[src/rtl/m3i_pkg.sv]
`timescale 1ns / 1ps
`default_nettype none

package m3i_pkg;

    localparam int DATA_WIDTH_DEF = 32;
    localparam int FRAC_BITS_DEF  = 16;
    localparam int FIELD_W        = 32;
    localparam int DET_W          = 64;
    localparam int N_ENT          = 9;

    // Operand indexes of each adjugate entry: a[0]*a[1] - a[2]*a[3].
    localparam int unsigned M2_IDX [N_ENT][4] = '{
        '{4, 8, 5, 7}, '{2, 7, 1, 8}, '{1, 5, 2, 4},
        '{5, 6, 3, 8}, '{0, 8, 2, 6}, '{2, 3, 0, 5},
        '{3, 7, 4, 6}, '{1, 6, 0, 7}, '{0, 4, 1, 3}
    };

    // Adjugate entries used by the row 0 expansion of the determinant.
    localparam int unsigned DET_IDX [3] = '{0, 3, 6};

    typedef struct packed {
        logic [FIELD_W-1:0] in_r0_c0;
        logic [FIELD_W-1:0] in_r0_c1;
        logic [FIELD_W-1:0] in_r0_c2;
        logic [FIELD_W-1:0] in_r1_c0;
        logic [FIELD_W-1:0] in_r1_c1;
        logic [FIELD_W-1:0] in_r1_c2;
        logic [FIELD_W-1:0] in_r2_c0;
        logic [FIELD_W-1:0] in_r2_c1;
        logic [FIELD_W-1:0] in_r2_c2;
    } t_in;

    typedef struct packed {
        logic [FIELD_W-1:0] inv_r0_c0;
        logic [FIELD_W-1:0] inv_r0_c1;
        logic [FIELD_W-1:0] inv_r0_c2;
        logic [FIELD_W-1:0] inv_r1_c0;
        logic [FIELD_W-1:0] inv_r1_c1;
        logic [FIELD_W-1:0] inv_r1_c2;
        logic [FIELD_W-1:0] inv_r2_c0;
        logic [FIELD_W-1:0] inv_r2_c1;
        logic [FIELD_W-1:0] inv_r2_c2;
        logic [DET_W-1:0]   det_value;
        logic               singular;
    } t_out;

endpackage

`default_nettype wire

[src/rtl/m3i_merge.sv]
`timescale 1ns / 1ps
`default_nettype none

module m3i_merge #(
    parameter int DATA_WIDTH = m3i_pkg::DATA_WIDTH_DEF,
    parameter int FRAC_BITS  = m3i_pkg::FRAC_BITS_DEF
) (
    input  wire                           i_clk,
    input  wire  [DATA_WIDTH+2:0]         i_en,
    input  wire  signed [3*DATA_WIDTH:0]  i_det,
    input  wire  [DATA_WIDTH:0]           i_q   [m3i_pkg::N_ENT],
    input  wire                           i_neg [m3i_pkg::N_ENT],
    input  wire                           i_ovf [m3i_pkg::N_ENT],
    output m3i_pkg::t_out                 o_data
);

    localparam int DW  = DATA_WIDTH;
    localparam int DTW = 3 * DW + 1;
    localparam int QW  = DW + 1;
    localparam int NE  = m3i_pkg::N_ENT;
    localparam int FW  = m3i_pkg::FIELD_W;
    localparam int SH  = 3 * FRAC_BITS - 32;
    localparam int XW  = (SH > 0) ? DTW + 1 : DTW - SH;
    localparam int XE  = (XW > 64) ? XW : 65;
    localparam logic [QW-1:0] LIM = QW'(1) << (DW - 1);

    logic signed [XW-1:0] xr;
    logic signed [XE-1:0] xe;
    logic                 fits;
    logic [63:0]          d64;

    logic [63:0]     r_d64 [QW+1];
    logic            r_sng [QW+1];
    logic [FW-1:0]   val   [NE];
    m3i_pkg::t_out   r_out;

    if (SH > 0) begin : g_rshift
        logic signed [XW-1:0] xs;
        assign xs = XW'(i_det) + (XW'(1) << (SH - 1));
        assign xr = xs >>> SH;
    end else begin : g_lshift
        assign xr = XW'(i_det) <<< (-SH);
    end

    assign xe   = XE'(xr);
    assign fits = (&xe[XE-1:63]) | ~(|xe[XE-1:63]);
    assign d64  = fits ? xe[63:0] : (xe[XE-1] ? {1'b1, 63'd0} : {1'b0, {63{1'b1}}});

    always_ff @(posedge i_clk) begin
        if (i_en[0]) begin
            r_d64[0] <= d64;
            r_sng[0] <= (i_det == '0);
        end
    end

    for (genvar s = 1; s <= QW; s++) begin : g_dly
        always_ff @(posedge i_clk) begin
            if (i_en[s]) begin
                r_d64[s] <= r_d64[s-1];
                r_sng[s] <= r_sng[s-1];
            end
        end
    end

    for (genvar k = 0; k < NE; k++) begin : g_sat
        logic signed [DW-1:0] v;

        always_comb begin
            if (i_neg[k]) begin
                if (i_ovf[k] || (i_q[k] > LIM)) begin
                    v = DW'(LIM);
                end else begin
                    v = -DW'(i_q[k]);
                end
            end else begin
                if (i_ovf[k] || (i_q[k] >= LIM)) begin
                    v = DW'(LIM - QW'(1));
                end else begin
                    v = DW'(i_q[k]);
                end
            end
        end

        assign val[k] = r_sng[QW] ? '0 : FW'(v);
    end

    always_ff @(posedge i_clk) begin
        if (i_en[QW+1]) begin
            r_out.inv_r0_c0 <= val[0];
            r_out.inv_r0_c1 <= val[1];
            r_out.inv_r0_c2 <= val[2];
            r_out.inv_r1_c0 <= val[3];
            r_out.inv_r1_c1 <= val[4];
            r_out.inv_r1_c2 <= val[5];
            r_out.inv_r2_c0 <= val[6];
            r_out.inv_r2_c1 <= val[7];
            r_out.inv_r2_c2 <= val[8];
            r_out.det_value <= r_sng[QW] ? '0 : r_d64[QW];
            r_out.singular  <= r_sng[QW];
        end
    end

    assign o_data = r_out;

endmodule

`default_nettype wire

[config.mk]
export PLATFORM = sky130hd
export DESIGN_NAME = m3i_merge
export DESIGN_NICKNAME = d
export VERILOG_FILES = /design/src/rtl/m3i_pkg.sv /design/src/rtl/m3i_merge.sv
export SDC_FILE = /design/constraint.sdc
export NUM_CORES = 2
export LEC_CHECK = 0
export BUFFER_PORTS_ARGS = -buffer_cell sky130_fd_sc_hd__buf_2
export CORE_AREA = 2 2 454 456
export DETAILED_ROUTE_END_ITERATION = 6
export DIE_AREA = 0 0 456 458
export PLACE_DENSITY = 0.62
export SLEW_MARGIN = 20
export SYNTH_ARGS = -nofsm -noshare
export SYNTH_HDL_FRONTEND = slang
export SYNTH_SLANG_ARGS = --single-unit
[constraint.sdc]
create_clock -name i_clk -period 11 [get_ports i_clk]
set_input_delay 2.2 -clock i_clk [delete_from_list [all_inputs] [get_ports i_clk]]
set_output_delay 2.2 -clock i_clk [all_outputs]
set_load 0.005 [all_outputs]
# Word-level counts from Yosys, hierarchy flattened
# Memories as Yosys holds them, arrays and structs flattened. A register that Yosys moved wholly into a read port is not among the register bits.
# Cells that the tools add are included.
# word_totals
output_inout_bits,353
mem_bits_ro,0
register_bits,289
latchBits,0
n_memories,2
wordCells,160
mem_bits_rw,2210
# op_classes
shift,0
reduce_logical,21
addsub,10
muxes,97
order_cmp,18
n_mul,0
bitwise_logic,2
n_eq_ne,0
div,0
# memory_table
memory,depth,word_bits,rd,rd_ports_with_merged_regs,write_ports,line,rtl
r_d64,34,64,34,1,34,m3i_merge.sv:32,logic [63:0] r_d64 [QW+1];
r_sng,34,1,34,0,34,m3i_merge.sv:33,logic r_sng [QW+1];
# op_table
cell,count
two-way mux 32 bit,27
greater-or-equal comparator 33 x 32 -> 1 bit (second input constant),9
> comparator 33 x 32 -> 1 bit (second input constant),9
negator 32 bit,9
two-way mux 64 bit,2
adder 97 x 17 -> 98 bit (second input constant),1
logical NOT 97 bit,1
two-way mux 1 bit,68
AND reduction 19 bit,1
OR reduction 19 bit,1
logical OR 1 bit,18
NOT 1 bit,1
OR 1 bit,1

# Logic depth before layout (Yosys ltp)
# depth
word_depth,5
ltp_mapped,13
depth_no_buf,10

# Worst setup path before layout
# Ideal clock, no wire load.
# synth_path
path_kind,input -> register
start,in i_q[165] in the netlist's numbering
end,"reg r_out, in the netlist o_data[247], data pin"
path_slack_ns,5.647
t_arrival_ns,5.178
path_buffers,1
required_ns,10.826
cell_stages,11
cell_sequence,inv_1 ha_1 or4b_2 nor3_1 nand4_2 or4_4 or4_1 a211o_1 a21o_1 buf_6 a311oi_1
# synth_between
elab_chain_cells,4
# synth_lines
element,line,rtl
start: declaration,m3i_merge.sv:11,"input wire [DATA_WIDTH:0] i_q [m3i_pkg::N_ENT],"
greater-or-equal comparator 33 x 32 -> 1 bit or > comparator 33 x 32 -> 1 bit (tied branches),"m3i_merge.sv:76, m3i_merge.sv:70",
logical OR 1 bit (on tied branches),"m3i_merge.sv:76, m3i_merge.sv:70",
two-way mux 32 bit (on tied branches),"m3i_merge.sv:76, m3i_merge.sv:70",
two-way mux 32 bit (*),m3i_merge.sv:69,if (i_neg[k]) begin
end: declaration,m3i_merge.sv:35,m3i_pkg::t_out r_out;
# Mark *: on every way between the ends. The rest lies on a longest branch, timed or not.
# A chain may end at the register's enable or synchronous reset.

==> summary.log <==
[clock_tree] maximum buffer depth of the clock tree 3
[place] Post-Place Worst Slack 4156 ps
[global_routing] GRT overflow 0
[synthesis] proportion of synthesized flip-flops having asynchronous set or reset 0
[synthesis] register bit count reported by yosys 2563
[clock_tree] total setup buffers inserted after CTS 0
[power] internal power 0.01648 W
[cells_and_area] share of layout cells above drive strength 1 0.2195
[floorplanning] starting density of the core 0.4489
[global_routing] first-pass GRT wire length 300200 um
[power] Leakage 36.68 nW
[job] max-capacitance violation count 0
[floorplanning] y dimension of the die 458 um
[critical_path] Critical Setup Path Class primary input to register
[cells_and_area] Area Overhead vs Synth 16.84%
[clock_tree] TritonCTS sink count 2563
[synthesis] number of instances in the synthesized netlist 5064
[clock_tree] clock tree from TritonCTS done
[clock_tree] post-cts gate resize count 0
[power] highest ir drop seen on vdd 0.0001644 V
[status] violations in the final reports design-rule violations
[timing] RSZ-0062 raised after global routing no
[cells_and_area] FILL cells 16260
[critical_path] element type at the critical path start primary input
[synthesis] summed instance area of the synthesized netlist 91470 um^2
[floorplanning] DIE WIDTH 456 um
[timing] clock skew 49.70 ps
[critical_path] worst reg-to-reg path cell count 5
[critical_path] worst path required time 11640 ps
[routing] count of TritonRoute iterations in the first routing pass 7
[power] switching power of the nets 0.004197 W
[floorplanning] area of the placeable core 203800 um^2
[global_routing] global routing usage on met1 0.2568
[floorplanning] I/O Pins 801
[place] count of buffers from port buffering 800
[synthesis] number of enable-type register cells in the synthesized netlist 2563
[synthesis] main flop type after synthesis sky130_fd_sc_hd__edfxtp_1
[routing] via count 47410
[routing] DR vias/cell 5.313
[critical_path] CP max stage cell sky130_fd_sc_hd__nor4_1
[routing] mean routed wirelength per cell 23.05 um
[clock_tree] root buf cell sky130_fd_sc_hd__clkbuf_16
[critical_path] worst reg2reg path startpoint r_sng[33]
[global_routing] antenna violations before repair 111
[timing] max-slew headroom at the worst pin 0.1929
[place] total half-perimeter wirelength after legalization and detailed placement 147700 um
[timing] minimum clock period 5900 ps
[cells_and_area] final net count 6439
[critical_path] sequence of cells on the critical path buf_2, nand4_1, nor4_1, nand4_1, nor4_1, o22ai_1, or4_2, buf_4, or3_4, buf_4, a221oi_2
[routing] count of nets left with antenna violations after detail routing 0
[global_routing] via count of the first global-routing pass 45380
[routing] number of violations reported at the end of detailed-routing iteration 0 4290
[synthesis] Synth cell types 80
[clock_tree] clock buffer count from CTS 239
[critical_path] crit path from i_det[64]
[hold_path] number of cells on the worst hold path 0
[critical_path] critical path's largest stage delay 730 ps
[global_routing] GRT Max-Usage Layer met2
[hold_path] HP Class register to register
[timing] Setup TNS 0 ps
[timing] fin crit share 0.5364
[power] relative contribution of sequential cells to total power 0.559
[place] area post-placement 98630 um^2
[critical_path] WP data arrival 6540 ps
[hold_path] min-delay src r_d64[9][50]
[cells_and_area] area of all placed cells without fillers 106900 um^2
[clock_tree] clock-pin transition on the worst setup and hold timing paths 60 ps
[clock_tree] number of hold-repair buffers added at the cts stage 0
[timing] worst path setup slack after routing 5100 ps
[timing] number of endpoints with negative hold slack in the final report 0
[power] share of power burned in combinational logic 0.040
[global_routing] GRT met2 Usage 0.3051
[power] clock power share 0.401
[synthesis] sequential element share of the synthesized area 0.8414
[global_routing] GRT Overall Usage 0.1942
[timing] worst slack on hold paths 383.2 ps
[routing] drc violations 2
[clock_tree] Skew-Pair Late Insertion Delay 850 ps
[timing] transition time at the pin with the least slew margin 1203 ps
[floorplanning] die area 208800 um^2
[floorplanning] number of placement rows 166
[synthesis] number of warnings issued by yosys 0
[synthesis] mean cell area of the mapped netlist 18.06 um^2
[global_routing] maximum number of pins on one net before global-route repair 162
[clock_tree] H-tree Lvls 4
[global_routing] met3 global-route usage 0.04106
[status] run status finished with violations
[critical_path] Critical Path Sink Type register
[routing] total length of routed wires 205700 um
[critical_path] biggest fanout along the worst timing path 60
[place] routability congestion estimate from global placement 0.9548
[timing] final setup violating endpoints 0
[synthesis] total nets after synthesis 5522
[timing] total count of max-transition violations in the final report 0
[power] pwr/cell area 193.4 nW/um^2
[timing] maximum clock frequency 169.5 MHz
[power] switch share 0.2030
==> cells in the mapped netlist (37+ instances only) <==
library cell | number | area share
sky130_fd_sc_hd__or3_1 | 116 | 0.0079
sky130_fd_sc_hd__xnor2_1 | 37 | 0.0035
sky130_fd_sc_hd__o21ai_0 | 158 | 0.0086
sky130_fd_sc_hd__a21oi_1 | 166 | 0.0091
sky130_fd_sc_hd__nand2_1 | 273 | 0.011
sky130_fd_sc_hd__nor3_1 | 148 | 0.0081
sky130_fd_sc_hd__nor2b_1 | 69 | 0.0047
sky130_fd_sc_hd__nor4_1 | 127 | 0.0087
sky130_fd_sc_hd__a21o_1 | 39 | 0.0032
sky130_fd_sc_hd__clkbuf_1 | 173 | 0.0071
sky130_fd_sc_hd__nor2_1 | 363 | 0.015
sky130_fd_sc_hd__a31oi_1 | 122 | 0.0083
sky130_fd_sc_hd__a221oi_2 | 60 | 0.0098
sky130_fd_sc_hd__a311oi_1 | 54 | 0.0052
sky130_fd_sc_hd__nand4_1 | 52 | 0.0036
sky130_fd_sc_hd__nand4b_1 | 38 | 0.0036
sky130_fd_sc_hd__nand3_1 | 59 | 0.0032
sky130_fd_sc_hd__edfxtp_1 | 2563 | 0.84
sky130_fd_sc_hd__inv_1 | 55 | 0.0023
==> area by class of cell <==
class	instances	area, um^2	share of cell area
diodes	53	132.6	0.001241
flip-flops and latches	2563	76960	0.7201
clock inverters	176	2002	0.01873
multi-input cells	2254	13560	0.1269
well taps	2688	3363	0.03147
clock buffers	267	6107	0.05714
inverters	57	214.0	0.002002
repair buffers	866	4534	0.04243
==> worst paths after layout <==
kind / end / slack (ps)
min: r_d64[10][50] / 380
max reg2reg: o_data[242] / 7860
min reg2reg: r_d64[10][50] / 380
max: r_d64[0][18] / 5100
==> cell usage in the layout (no fill, tap or decap), types with 27 or more instances in the layout <==
master                      count
sky130_fd_sc_hd__bufinv_16     36
sky130_fd_sc_hd__nor3_1       147
sky130_fd_sc_hd__nor2_1       362
sky130_fd_sc_hd__clkbuf_16    240
sky130_fd_sc_hd__or4_1         32
sky130_fd_sc_hd__clkinv_1      53
sky130_fd_sc_hd__clkbuf_1      27
sky130_fd_sc_hd__buf_2        799
sky130_fd_sc_hd__or3_1        115
sky130_fd_sc_hd__edfxtp_1    2563
sky130_fd_sc_hd__inv_1         55
sky130_fd_sc_hd__a21o_1        39
sky130_fd_sc_hd__nand4_1       52
sky130_fd_sc_hd__diode_2       53
sky130_fd_sc_hd__nand3_1       59
sky130_fd_sc_hd__a31oi_1      122
sky130_fd_sc_hd__a21oi_1      166
sky130_fd_sc_hd__a311oi_1      54
sky130_fd_sc_hd__xor2_1        36
sky130_fd_sc_hd__a221oi_2      60
sky130_fd_sc_hd__o21ai_0      158
sky130_fd_sc_hd__clkinv_2      55
sky130_fd_sc_hd__nand4b_1      38
sky130_fd_sc_hd__nor4_1       125
sky130_fd_sc_hd__nand2_1      273
sky130_fd_sc_hd__nor2b_1       69
sky130_fd_sc_hd__buf_4         64
sky130_fd_sc_hd__xnor2_1       37
==> routing by layer <==
metal	vias to the layer above	wire, um
li1	22060	-
met2	1767	96680
met5	-	40
met1	23110	85410
met4	6	10080
met3	464	13520
==> through the flow <==
step / util / cells / power [W]
floorplan: - / 5064 / 0.01194
global placement: 0.4840 / 8428 / 0.01256
detailed placement: 0.4841 / 8428 / 0.01260
CTS: 0.5239 / 8871 / 0.02096
global route: 0.5244 / 8912 / 0.02144
finish: 0.5245 / 8924 / 0.02067
==> power by group through the flow <==
stage               combinational [W]  sequential [W]  clock [W]
CTS                          0.000829          0.0116    0.00856
global route                 0.000900          0.0116    0.00893
finish                       0.000828          0.0116    0.00828
floorplan                    0.000250          0.0117          0
detailed placement           0.000826          0.0118          0
global placement             0.000821          0.0117          0
==> critical path, delay by kind of cell <==
kind | cells | cell delay [ps]
simple gates | 6 | 2880
buf+inv | 3 | 840
compound gates | 2 | 570
==> state kept, by name, summed over array words and instances (netlist names) <==
register and cells:
o_data 353, r_sng 34, r_d64 2176
==> cell families after synthesis <==
| family | synth area share |
|---|---|
| flops | 0.8414 |
| simple gates | 0.08128 |
| compound gates | 0.05790 |
| buf+inv | 0.01093 |
| xor+xnor | 0.006990 |
| fa+ha+maj | 0.001368 |
| mux | 0.0001094 |
No activity file was read; power rests on OpenSTA's default activity.
